--- src/design/selt_pkg.sv ---
`timescale 1ns / 1ps
`default_nettype none
// ---------------------------------------------------------------------------
// selt_pkg
// shared types and constants for the shared/exclusive lock table
// ---------------------------------------------------------------------------
package selt_pkg;
   localparam int NumLocksDef = 64;
   localparam int NumProcsDef = 32;
   localparam int LockW = 6;
   localparam int ProcW = 5;
   localparam int CountW = 6;
   localparam int StatusW = 3;

   localparam logic [CountW-1:0] SharedMax = 6'd63;

   localparam logic CmdAcquire = 1'b0;
   localparam logic CmdRelease = 1'b1;

   localparam logic [StatusW-1:0] StGranted  = 3'd0;
   localparam logic [StatusW-1:0] StQueued   = 3'd1;
   localparam logic [StatusW-1:0] StWoken    = 3'd2;
   localparam logic [StatusW-1:0] StReleased = 3'd3;
   localparam logic [StatusW-1:0] StNotHeld  = 3'd4;

   typedef struct packed {
      logic             cmd;
      logic [LockW-1:0] lock_id;
      logic [ProcW-1:0] requester;
      logic             want_exclusive;
   } req_type;

   typedef struct packed {
      logic [StatusW-1:0] status;
      logic [ProcW-1:0]   woken_proc;
      logic               last;
   } rsp_type;
endpackage
`default_nettype wire

--- src/design/selt_req_if.sv ---
`timescale 1ns / 1ps
`default_nettype none
// ---------------------------------------------------------------------------
// selt_req_if
// request channel: valid, ready and one request item
// ---------------------------------------------------------------------------
interface selt_req_if;
   logic                valid;
   logic                ready;
   selt_pkg::req_type   data;
   modport source (output valid, output data, input ready);
   modport sink (input valid, input data, output ready);
endinterface
`default_nettype wire

--- src/design/selt_rsp_if.sv ---
`timescale 1ns / 1ps
`default_nettype none
// ---------------------------------------------------------------------------
// selt_rsp_if
// response channel: valid, ready and one response item
// ---------------------------------------------------------------------------
interface selt_rsp_if;
   logic                valid;
   logic                ready;
   selt_pkg::rsp_type   data;
   modport source (output valid, output data, input ready);
   modport sink (input valid, input data, output ready);
endinterface
`default_nettype wire

--- src/design/shared_exclusive_lock_table.sv ---
`timescale 1ns / 1ps
`default_nettype none
// ---------------------------------------------------------------------------
// shared_exclusive_lock_table
// reader-writer lock table with per-lock fifo wait queues
// ---------------------------------------------------------------------------
//  channel   dir  contents
//  req_      in   cmd, lock_id, requester, want_exclusive
//  rsp_      out  status, woken_proc, last
//
//  acquire and release items pass through lock memory read, decide with
//  write back, then one response.
//  a release that wakes waiters gives one response per woken process, then writes back.
//  reset clears the lock table one entry at a time before the first item.
//  a stalled response holds the sequencer until it is taken.
module shared_exclusive_lock_table #(
   parameter int NUM_LOCKS = selt_pkg::NumLocksDef,
   parameter int NUM_PROCS = selt_pkg::NumProcsDef
) (
   input  wire logic   clock,
   input  wire logic   reset,
   selt_req_if.sink    req,
   selt_rsp_if.source  rsp
);
   localparam int LIdxW = (NUM_LOCKS > 1) ? $clog2(NUM_LOCKS) : 1;
   localparam int PIdxW = (NUM_PROCS > 1) ? $clog2(NUM_PROCS) : 1;
   localparam int CntW  = $clog2(NUM_PROCS + 1);
   localparam int EntW  = 1 + selt_pkg::CountW + 1 + 2 * PIdxW;

   localparam logic [2:0] S_CLEAR = 3'd0;
   localparam logic [2:0] S_IDLE  = 3'd1;
   localparam logic [2:0] S_READ  = 3'd2;
   localparam logic [2:0] S_EXEC  = 3'd3;
   localparam logic [2:0] S_RESP  = 3'd4;
   localparam logic [2:0] S_WAKE  = 3'd5;
   localparam logic [2:0] S_WRITE = 3'd6;

   typedef struct packed {
      logic                        excl;
      logic [selt_pkg::CountW-1:0] cnt;
      logic                        nonempty;
      logic [PIdxW-1:0]            head;
      logic [PIdxW-1:0]            tail;
   } entry_type;

   entry_type        lock_mem [NUM_LOCKS];
   logic [PIdxW-1:0] next_mem [NUM_PROCS];
   logic             wex_mem  [NUM_PROCS];
   logic [NUM_PROCS-1:0] next_valid_ff, next_valid_in;

   logic [2:0]       state_ff, state_in;
   logic [LIdxW-1:0] clr_ff, clr_in;
   logic [LIdxW-1:0] lk_ff, lk_in;
   logic [PIdxW-1:0] rq_ff, rq_in;
   logic             cmd_ff, cmd_in, ex_ff, ex_in;
   entry_type        ent_ff, ent_in, rd_ff;
   logic [PIdxW-1:0] p_ff, p_in;
   logic [CntW-1:0]  n_ff, n_in;
   logic             run_ff, run_in;
   selt_pkg::rsp_type out_ff, out_in;
   logic             ovalid_ff, ovalid_in;

   logic             mem_we;
   logic [LIdxW-1:0] mem_wa;
   entry_type        mem_wd;
   logic             nx_we;
   logic [PIdxW-1:0] nx_wa, nx_wd;
   logic             wx_we, wx_wd;
   logic [PIdxW-1:0] nx_p, wx_p_idx;
   logic             has_next, nx_excl, more;

   assign req.ready = (state_ff == S_IDLE);
   assign rsp.valid = ovalid_ff;
   assign rsp.data  = out_ff;

   always_ff @(posedge clock) begin
      if (mem_we) lock_mem[mem_wa] <= mem_wd;
      rd_ff <= lock_mem[lk_in];
      if (nx_we) next_mem[nx_wa] <= nx_wd;
      if (wx_we) wex_mem[rq_ff] <= wx_wd;
   end

   assign nx_p     = next_mem[p_ff];
   assign wx_p_idx = nx_p;
   assign has_next = next_valid_ff[p_ff];
   assign nx_excl  = wex_mem[wx_p_idx];
   assign more     = run_ff && has_next && !nx_excl && (32'(n_ff) + 1 < NUM_PROCS);

   always_comb begin
      state_in = state_ff; clr_in = clr_ff; lk_in = lk_ff; rq_in = rq_ff;
      cmd_in = cmd_ff; ex_in = ex_ff; ent_in = ent_ff; p_in = p_ff; n_in = n_ff;
      run_in = run_ff; out_in = out_ff; next_valid_in = next_valid_ff;
      ovalid_in = ovalid_ff && !rsp.ready;
      mem_we = 1'b0; mem_wa = lk_ff; mem_wd = ent_ff;
      nx_we = 1'b0; wx_we = 1'b0; nx_wa = rq_ff; nx_wd = rq_ff; wx_wd = ex_ff;
      case (state_ff)
         S_CLEAR: begin
            mem_we = 1'b1; mem_wa = clr_ff; mem_wd = '0;
            clr_in = clr_ff + 1'b1;
            if (32'(clr_ff) == NUM_LOCKS - 1) state_in = S_IDLE;
         end
         S_IDLE: begin
            if (req.valid) begin
               cmd_in = req.data.cmd;
               lk_in  = LIdxW'(32'(req.data.lock_id) % NUM_LOCKS);
               rq_in  = PIdxW'(32'(req.data.requester) % NUM_PROCS);
               ex_in  = req.data.want_exclusive;
               state_in = S_READ;
            end
         end
         S_READ: begin
            ent_in = rd_ff;
            state_in = S_EXEC;
         end
         S_EXEC: begin
            out_in = '{status: selt_pkg::StGranted, woken_proc: '0, last: 1'b1};
            state_in = S_WRITE;
            if (cmd_ff == selt_pkg::CmdAcquire) begin
               if (ex_ff && !ent_ff.excl && ent_ff.cnt == '0) begin
                  ent_in.excl = 1'b1;
               end else if (!ex_ff && !ent_ff.excl) begin
                  if (ent_ff.cnt != selt_pkg::SharedMax) ent_in.cnt = ent_ff.cnt + 1'b1;
               end else begin
                  out_in.status = selt_pkg::StQueued;
                  wx_we = 1'b1;
                  next_valid_in[rq_ff] = 1'b0;
                  if (ent_ff.nonempty) begin
                     nx_we = 1'b1; nx_wa = ent_ff.tail;
                     next_valid_in[ent_ff.tail] = 1'b1;
                  end else begin
                     ent_in.head = rq_ff;
                     ent_in.nonempty = 1'b1;
                  end
                  ent_in.tail = rq_ff;
               end
            end else begin
               if (ent_ff.excl || ent_ff.cnt != '0) begin
                  if (ent_ff.excl) ent_in.excl = 1'b0;
                  else ent_in.cnt = ent_ff.cnt - 1'b1;
                  if (ent_ff.nonempty && (ent_ff.excl ? ent_ff.cnt == '0
                                                       : ent_ff.cnt == 6'd1)) begin
                     p_in = ent_ff.head;
                     n_in = '0;
                     state_in = S_WAKE;
                  end else begin
                     out_in.status = selt_pkg::StReleased;
                  end
               end else begin
                  out_in.status = selt_pkg::StNotHeld;
               end
            end
            if (state_in == S_WRITE) begin
               mem_we = 1'b1; mem_wd = ent_in;
               ovalid_in = 1'b1;
               state_in = S_RESP;
            end
         end
         S_WAKE: begin
            if (!ovalid_ff || rsp.ready) begin
               if (n_ff == '0) run_in = !wex_mem[p_ff];
               out_in = '{status: selt_pkg::StWoken, woken_proc: selt_pkg::ProcW'(p_ff),
                          last: 1'b0};
               ovalid_in = 1'b1;
               n_in = n_ff + 1'b1;
               next_valid_in[p_ff] = 1'b0;
               if (n_ff == '0 ? (!wex_mem[p_ff] && has_next && !nx_excl && NUM_PROCS > 1)
                              : more) begin
                  p_in = nx_p;
               end else begin
                  out_in.last = 1'b1;
                  if (has_next) ent_in.head = nx_p;
                  else ent_in.nonempty = 1'b0;
                  state_in = S_WRITE;
               end
            end
         end
         S_WRITE: begin
            mem_we = 1'b1;
            state_in = S_RESP;
         end
         S_RESP: begin
            if (!ovalid_ff || rsp.ready) state_in = S_IDLE;
         end
         default: state_in = S_IDLE;
      endcase
   end

   always_ff @(posedge clock) begin
      if (reset) begin
         state_ff <= S_CLEAR;
         clr_ff <= '0;
         ovalid_ff <= 1'b0;
         next_valid_ff <= '0;
      end else begin
         state_ff <= state_in;
         clr_ff <= clr_in;
         ovalid_ff <= ovalid_in;
         next_valid_ff <= next_valid_in;
      end
      lk_ff <= lk_in; rq_ff <= rq_in; cmd_ff <= cmd_in; ex_ff <= ex_in;
      ent_ff <= ent_in; p_ff <= p_in; n_ff <= n_in; run_ff <= run_in;
      out_ff <= out_in;
   end

   ap_ready_idle: assert property (@(posedge clock) disable iff (reset)
      req.ready |-> !ovalid_ff || rsp.ready || state_ff == S_IDLE)
      else $error("ready outside idle");
   ap_wake_status: assert property (@(posedge clock) disable iff (reset)
      (state_ff == S_WAKE && ovalid_ff) |-> out_ff.status == selt_pkg::StWoken)
      else $error("wake item with wrong status");
   ap_no_accept_busy: assert property (@(posedge clock) disable iff (reset)
      (state_ff != S_IDLE) |-> !req.ready)
      else $error("accept while busy");
endmodule
`default_nettype wire

--- src/flat_wrapper.sv ---
// flat-port wrapper written by rule: the top's interface ports become plain ports
module shared_exclusive_lock_table_flat 
#(
   parameter int NUM_LOCKS = selt_pkg::NumLocksDef,
   parameter int NUM_PROCS = selt_pkg::NumProcsDef
)
  (clock, reset, req_valid, req_data, req_ready, rsp_valid, rsp_data, rsp_ready);
  selt_req_if req_i ();
  selt_rsp_if rsp_i ();
  input  wire logic clock;
  input  wire logic reset;
  input wire logic [$bits(req_i.valid)-1:0] req_valid;
  input wire logic [$bits(req_i.data)-1:0] req_data;
  output wire logic [$bits(req_i.ready)-1:0] req_ready;
  output wire logic [$bits(rsp_i.valid)-1:0] rsp_valid;
  output wire logic [$bits(rsp_i.data)-1:0] rsp_data;
  input wire logic [$bits(rsp_i.ready)-1:0] rsp_ready;
  assign req_i.valid = req_valid;
  assign req_i.data = req_data;
  assign req_ready = req_i.ready;
  assign rsp_valid = rsp_i.valid;
  assign rsp_data = rsp_i.data;
  assign rsp_i.ready = rsp_ready;
  shared_exclusive_lock_table #(.NUM_LOCKS(NUM_LOCKS), .NUM_PROCS(NUM_PROCS)) u_core (.clock(clock), .reset(reset), .req(req_i), .rsp(rsp_i));
endmodule
--- config.mk ---
export PLATFORM = sky130hd
export DESIGN_NAME = shared_exclusive_lock_table_flat
export DESIGN_NICKNAME = d
export VERILOG_FILES = /design/src/design/selt_pkg.sv /design/src/design/selt_req_if.sv /design/src/design/selt_rsp_if.sv /design/src/design/shared_exclusive_lock_table.sv /design/src/flat_wrapper.sv
export SDC_FILE = /design/constraint.sdc
export NUM_CORES = 2
export LEC_CHECK = 0
export BUFFER_PORTS_ARGS = -buffer_cell sky130_fd_sc_hd__buf_2
export CAP_MARGIN = 20
export CORE_ASPECT_RATIO = 1.75
export CORE_MARGIN = 2
export CORE_UTILIZATION = 38
export DETAILED_ROUTE_END_ITERATION = 8
export MAX_ROUTING_LAYER = met4
export PLACE_DENSITY = 0.58
export REMOVE_ABC_BUFFERS = 1
export SLEW_MARGIN = 20
export SYNTH_ARGS = -nofsm -noshare
export SYNTH_HDL_FRONTEND = slang
export SYNTH_SLANG_ARGS = --single-unit
--- constraint.sdc ---
create_clock -name clock -period 6.8 [get_ports clock]
set_clock_uncertainty 0.1 [all_clocks]
set_input_delay 0.34 -clock clock [delete_from_list [all_inputs] [get_ports clock]]
set_output_delay 0.34 -clock clock [all_outputs]
set_load 0.01 [all_outputs]
After elaboration in Yosys (flattened, before gate mapping):

Memories as Yosys holds them, arrays and structs flattened. A register that Yosys moved wholly into a read port is not among the register bits.
Index checks and enable logic that the tools add are counted.
Widths: inputs -> output; s select.

* flip-flop bits (word level): 94
* bits in writable memories: 1344
* bits in latches: 0
* memories kept: 3
* ROM bits: 0
* input port bits: 17

Memory list
* u_core.lock_mem: depth 64, bits a word 18, rd ports 1, clocked after Yosys merged registers in 1, wr ports 1, line shared_exclusive_lock_table.sv:46 `entry_type lock_mem [NUM_LOCKS];`
* u_core.next_mem: depth 32, bits a word 5, rd ports 1, clocked after Yosys merged registers in 1, wr ports 1, line shared_exclusive_lock_table.sv:47 `logic [PIdxW-1:0] next_mem [NUM_PROCS];`
* u_core.wex_mem: depth 32, bits a word 1, rd ports 2, clocked after Yosys merged registers in 1, wr ports 1, line shared_exclusive_lock_table.sv:48 `logic wex_mem [NUM_PROCS];`

* equal/unequal tests: 24
* div/mod/pow operators: 0
* reductions and logical operators: 38
* bitwise operators: 5
* muxes and demuxes: 95
* shift operators: 0
* order comparisons: 7
* add/sub/neg operators: 5
* multiply operators: 0

Operators by type and width (number)
* $mux 32: 5
* $mux 6: 12
* $mux 5: 14
* $and 32x32->32: 2
* $not 32->32: 2
* $pmux 32 s2: 1
* $mux 3: 12
* $pmux 18 s2: 1
* $lt 32x6->1 const B: 1
* $or 32x32->32: 1
* $mux 1: 28
* $mux 11: 2
* $pmux 3 s7: 1
* $pmux 5 s2: 2
* $add 6x1->6 const B: 3
* $lt 5x6->1 const B: 3
* $mux 18: 1
* $pmux 6 s3: 1
* $pmux 9 s2: 1
* $mux 17: 1
* $ne 2x1->1 const B: 8
* $demux 1 s5: 3
* $ge 5x1->1 const B: 3
* $reduce_and 5->1: 3
* other kinds (29): 63

Longest topological paths before layout:

* depth after elaboration: 12
* gate-level depth with buffers: 15
* mapped depth without buffers: 12

Worst setup path before layout:

OpenSTA, ideal clock, no wires.

* kind: reg-to-reg
* from: register u_core.state_ff[1]
* to: memory u_core.lock_mem[0][17] (netlist name), data pin
* library setup time: 905 ps
* stages on the path, launching flop included: 7
* data arrival time: 5059 ps
* setup slack: 737 ps
* data required time: 5795 ps
* cell sequence: dfxtp_1 -> clkbuf_1 -> nand2_1 -> or2_2 -> clkbuf_1 -> clkbuf_1 -> o41ai_1

RTL lines
* start, declared: line shared_exclusive_lock_table.sv:51 `logic [2:0] state_ff, state_in;`
* start signal, assigned: line shared_exclusive_lock_table.sv:195 `state_ff <= state_in;`
* end, declared: line shared_exclusive_lock_table.sv:46

Worst setup path in the final report:

* from: register u_core.state_ff[2]
* to: register, netlist name u_core.rd_ff[8]

* cells in the longest elaborated chain, start to end: 2

RTL lines
* $eq 3x1->1: line shared_exclusive_lock_table.sv:96 `case (state_ff)`
* $mux 6: line shared_exclusive_lock_table.sv:96

No other way between the ends.
A chain may end at the register's enable or synchronous reset.

==> summary.txt <==
DPL Wire Length -> 110 mm
Max H-tree Level -> 4
Post-route non-filler standard cell count -> 6823
Count of antenna-violating nets left after detailed routing -> 0
Number of vias in the routed layout -> 38500
Gate count after technology mapping -> 4680
Maximum capacitance violations -> 0
Area of the multi-input gates -> 15900 um2
Number of setup violations in the final report -> 0
Share of synthesized registers carrying an async set or reset -> 0%
Launching element of the worst setup path -> u_core.state_ff[2]
Residual DRC count -> 0
Count of different cell masters after synthesis -> 66
Upper clock frequency limit -> 174 MHz
Dominant delay contributor by cell family on the critical path -> buffers and inverters
Number of hold violations in the final report -> 0
Starting density of the core -> 38.3%
Arrival time worst endpoint -> 6.35 ns
Startpoint types -> flip-flop
Die Y -> 529 um
Largest net degree at the start of global routing -> 162
Post-Synthesis Mean Instance Area -> 12.8 um2
Filler cell count -> 14100
Final weighted congestion in routability-driven placement -> 0.913
Commonest non-fill, non-tap cell in the layout -> edfxtp_1
Total of buffers placed on input and output ports -> 27
Critical path endpoint -> u_core.rd_ff[8]
Highest net fanout along the worst path -> 128
Row cnt -> 192
Clock period minus worst slack -> 5.76 ns
Routed WL per cell -> 25.9 um
Global route total overflow -> 0
# Post-CTS Setup Buffers -> 0
Primary FF master, synth -> edfxtp_1
Post-detailed-routing wire length -> 177 mm
Path class of the lowest-slack min-delay path -> in2reg
Yosys warns -> 0
Wire length of the first global-routing pass -> 258 mm
R2r endpoint -> u_core.rd_ff[8]
Initial antenna violation count -> 4
Total clock sinks -> 1461
Commonest cells after routing, fill and taps aside -> 1390 x edfxtp_1, 1293 x nand2_1, 605 x nand3_1
Worst relative slew slack -> 16.6%
Cell chain of the critical path -> nand2b_1, nor2b_2, mux2i_4, inv_8, buf_4, buf_4, nand2_1, and3_1, a311oi_1, a311oi_1, a31oi_1, a21oi_1, a21oi_1
Count of routing violations after the opening detailed-route iteration -> 3792
Final total power -> 21.2 mW
Clock tree from TritonCTS -> yes
Area of the core -> 156000 um2
Nets@finish -> 4709
Register-to-register path setup slack -> 1.04 ns
Total die area -> 161000 um2
Via density per instance -> 5.64
Netlist area before placement -> 59900 um2
Area taken by flip-flops and latches -> 43200 um2
PD cells -> 314 nW/um2
Clock Latency Late Sink -> 0.77 ns
Clock tree root buffer cell -> clkbuf_16
Post-synthesis sequential area ratio -> 72.1%
Placed cell count -> 6577
Critical path type -> reg2reg
Worst flop-to-flop path startpoint -> u_core.state_ff[2]
Required time at the endpoint of the critical path -> 7.39 ns
Total routing resource utilization after global routing -> 22.3%
Count of final max-slew check failures -> 0
Quantity of gates resized following cts -> 0
Cell type of the slowest stage on the worst timing path -> a31oi_1
Worst Max-Slew Pin Slew -> 1.24 ns
Maximum single-stage delay on the critical path -> 0.89 ns
Final period utilization -> 84.7%
Longest Clk Path Bufs -> 3
Via count of the first global-routing pass -> 38100
Area added between synthesis and finish -> 12.8%
FF+latch count, synth -> 1461
Unrepaired setup endpoints after global routing -> false
Leakage power -> 22.9 nW
Ports placed on the boundary -> 28
Count of buffering cells on the critical path with inverters included -> 3
Number of search-and-repair iterations in the first detailed-routing pass -> 9
Share of layout cells above drive strength 1 -> 11.0%
Die boundary width -> 304 um
Critical path capture point type -> flip-flop
Worst voltage drop across the vdd grid -> 0.000249 V
Total stage count of the critical path -> 13
Number of cells traversed by the worst register-to-register path -> 13
Number of enable flip-flop cells after synthesis -> 1390
Post-CTS clock slew at the launch and capture registers of the worst setup and hold paths -> 0.07 ns
Result of the run -> finished clean
TritonCTS buffer count -> 130
[synth_stat cells (3+ instances only)]
library cell,count,area share [%]
buf_4,5,0.063
and3_1,82,0.86
a21oi_1,89,0.74
inv_2,3,0.019
nor4_1,3,0.031
o21ai_1,3,0.025
a22oi_1,39,0.49
o31ai_1,8,0.10
dfxtp_1,71,2.4
a311oi_1,198,2.9
a221o_1,4,0.067
buf_2,11,0.092
clkbuf_1,264,1.7
mux2i_1,50,0.84
mux4_2,50,1.9
nor2_1,177,1.1
nand4_1,5,0.052
ha_1,7,0.15
nand3b_1,9,0.11
and2_1,11,0.11
mux4_1,10,0.44
buf_1,29,0.18
o32ai_1,3,0.044
nor2b_1,17,0.18
xor2_1,8,0.12
a31oi_1,23,0.24
nand2_1,1293,8.1
inv_1,29,0.18
a32oi_1,3,0.044
o21ai_0,60,0.50
mux2_2,8,0.15
edfxtp_1,1390,70
a21o_1,4,0.050
nand2b_1,16,0.17
o22ai_1,10,0.10
nor3_1,28,0.23
o32a_1,5,0.084
nand3_1,605,5.1
buf_6,3,0.056
or3_1,7,0.073
a211oi_1,4,0.050
xnor2_1,5,0.073
[cell type report]
cell class / instances / area share, %
flip-flops and latches: 1461 / 63.9
multi-input cells: 2872 / 23.5
clock buffers: 164 / 5.22
well taps: 2037 / 3.77
repair buffers: 187 / 2.30
clock inverters: 67 / 1.07
inverters: 33 / 0.206
diodes: 2 / 0.00741
[report_power, final]
part / internal (mW) / switching, mW / total, mW
Combinational: 1.03 / 2.71 / 3.74
Sequential: 9.83 / 0.154 / 9.99
Clock: 4.16 / 3.31 / 7.47
[logic make-up after synthesis]
kind of cell | count (synthesis) | share of synthesized area [%]
AO/OA/AOI/OAI | 462 | 5.58
XOR/XNOR | 13 | 0.190
adder cells (fa/ha/maj) | 7 | 0.146
buffers and inverters | 347 | 2.30
flip-flops | 1461 | 72.1
multiplexers | 121 | 3.40
AND/OR/NAND/NOR | 2269 | 16.3
[flip-flops by register name, summed over array words and instances (netlist names), 5 cells and up, named ones only]
register,flops
u_core.clr_ff,6
u_core.ent_ff,18
u_core.lk_ff,6
u_core.lock_mem,1152
u_core.n_ff,6
u_core.next_mem,160
u_core.next_valid_ff,32
u_core.nx_wd,5
u_core.p_ff,5
u_core.rd_ff,18
u_core.rsp.data,9
u_core.wex_mem,32
[what timing repair did]
action,CTS,global route
setup endpoints to repair,0,0
hold buffers,8,0
endpoints found under the hold margin,8,0
[routing by layer]
| layer | part of all wire, % | routed length [um] | up-vias | global-route usage [%] |
|---|---|---|---|---|
| met5 | 0 | 0 | - | - |
| met4 | 7.0 | 12400 | 0 | 14.0 |
| met3 | 5.4 | 9560 | 407 | 2.91 |
| met2 | 52 | 91500 | 1468 | 38.6 |
| met1 | 36 | 63600 | 19300 | 24.4 |
| li1 | - | - | 17300 | - |
[through the flow]
step                      hold slack [ns]  area, um2  util [%]  setup TNS [ns]  worst slack, ns
after floorplan                     0.305      58600         -         -955.24           -49.26
after global placement              0.353      63000      40.3               0             1.14
after detailed placement            0.353      63100      40.3               0             1.04
after CTS                          0.0516      67400      43.1               0             1.05
after global routing                0.104      67600      43.2               0            0.924
final                               0.107      67600      43.2               0             1.04
[worst register-to-register path, delay by kind of cell, from the launching register on]
family / cells / cell delay [ns]
buffers and inverters: 3 / 1.83
AO/OA/AOI/OAI: 5 / 1.77
AND/OR/NAND/NOR: 4 / 1.27
flip-flops: 1 / 0.53
multiplexers: 1 / 0.21
[how the worst min path moves through the flow]
stage,from,to,cells past startpoint
finish,reset,u_core.clr_ff[3],2
global route,reset,u_core.clr_ff[0],2
CTS,reset,u_core.next_valid_ff[1],2
detailed placement,u_core.next_valid_ff[7],u_core.next_valid_ff[7],2
global placement,u_core.next_valid_ff[7],u_core.next_valid_ff[7],2
floorplan,reset,u_core.state_ff[1],1
Note: power is estimated with default switching activity, not from simulation.
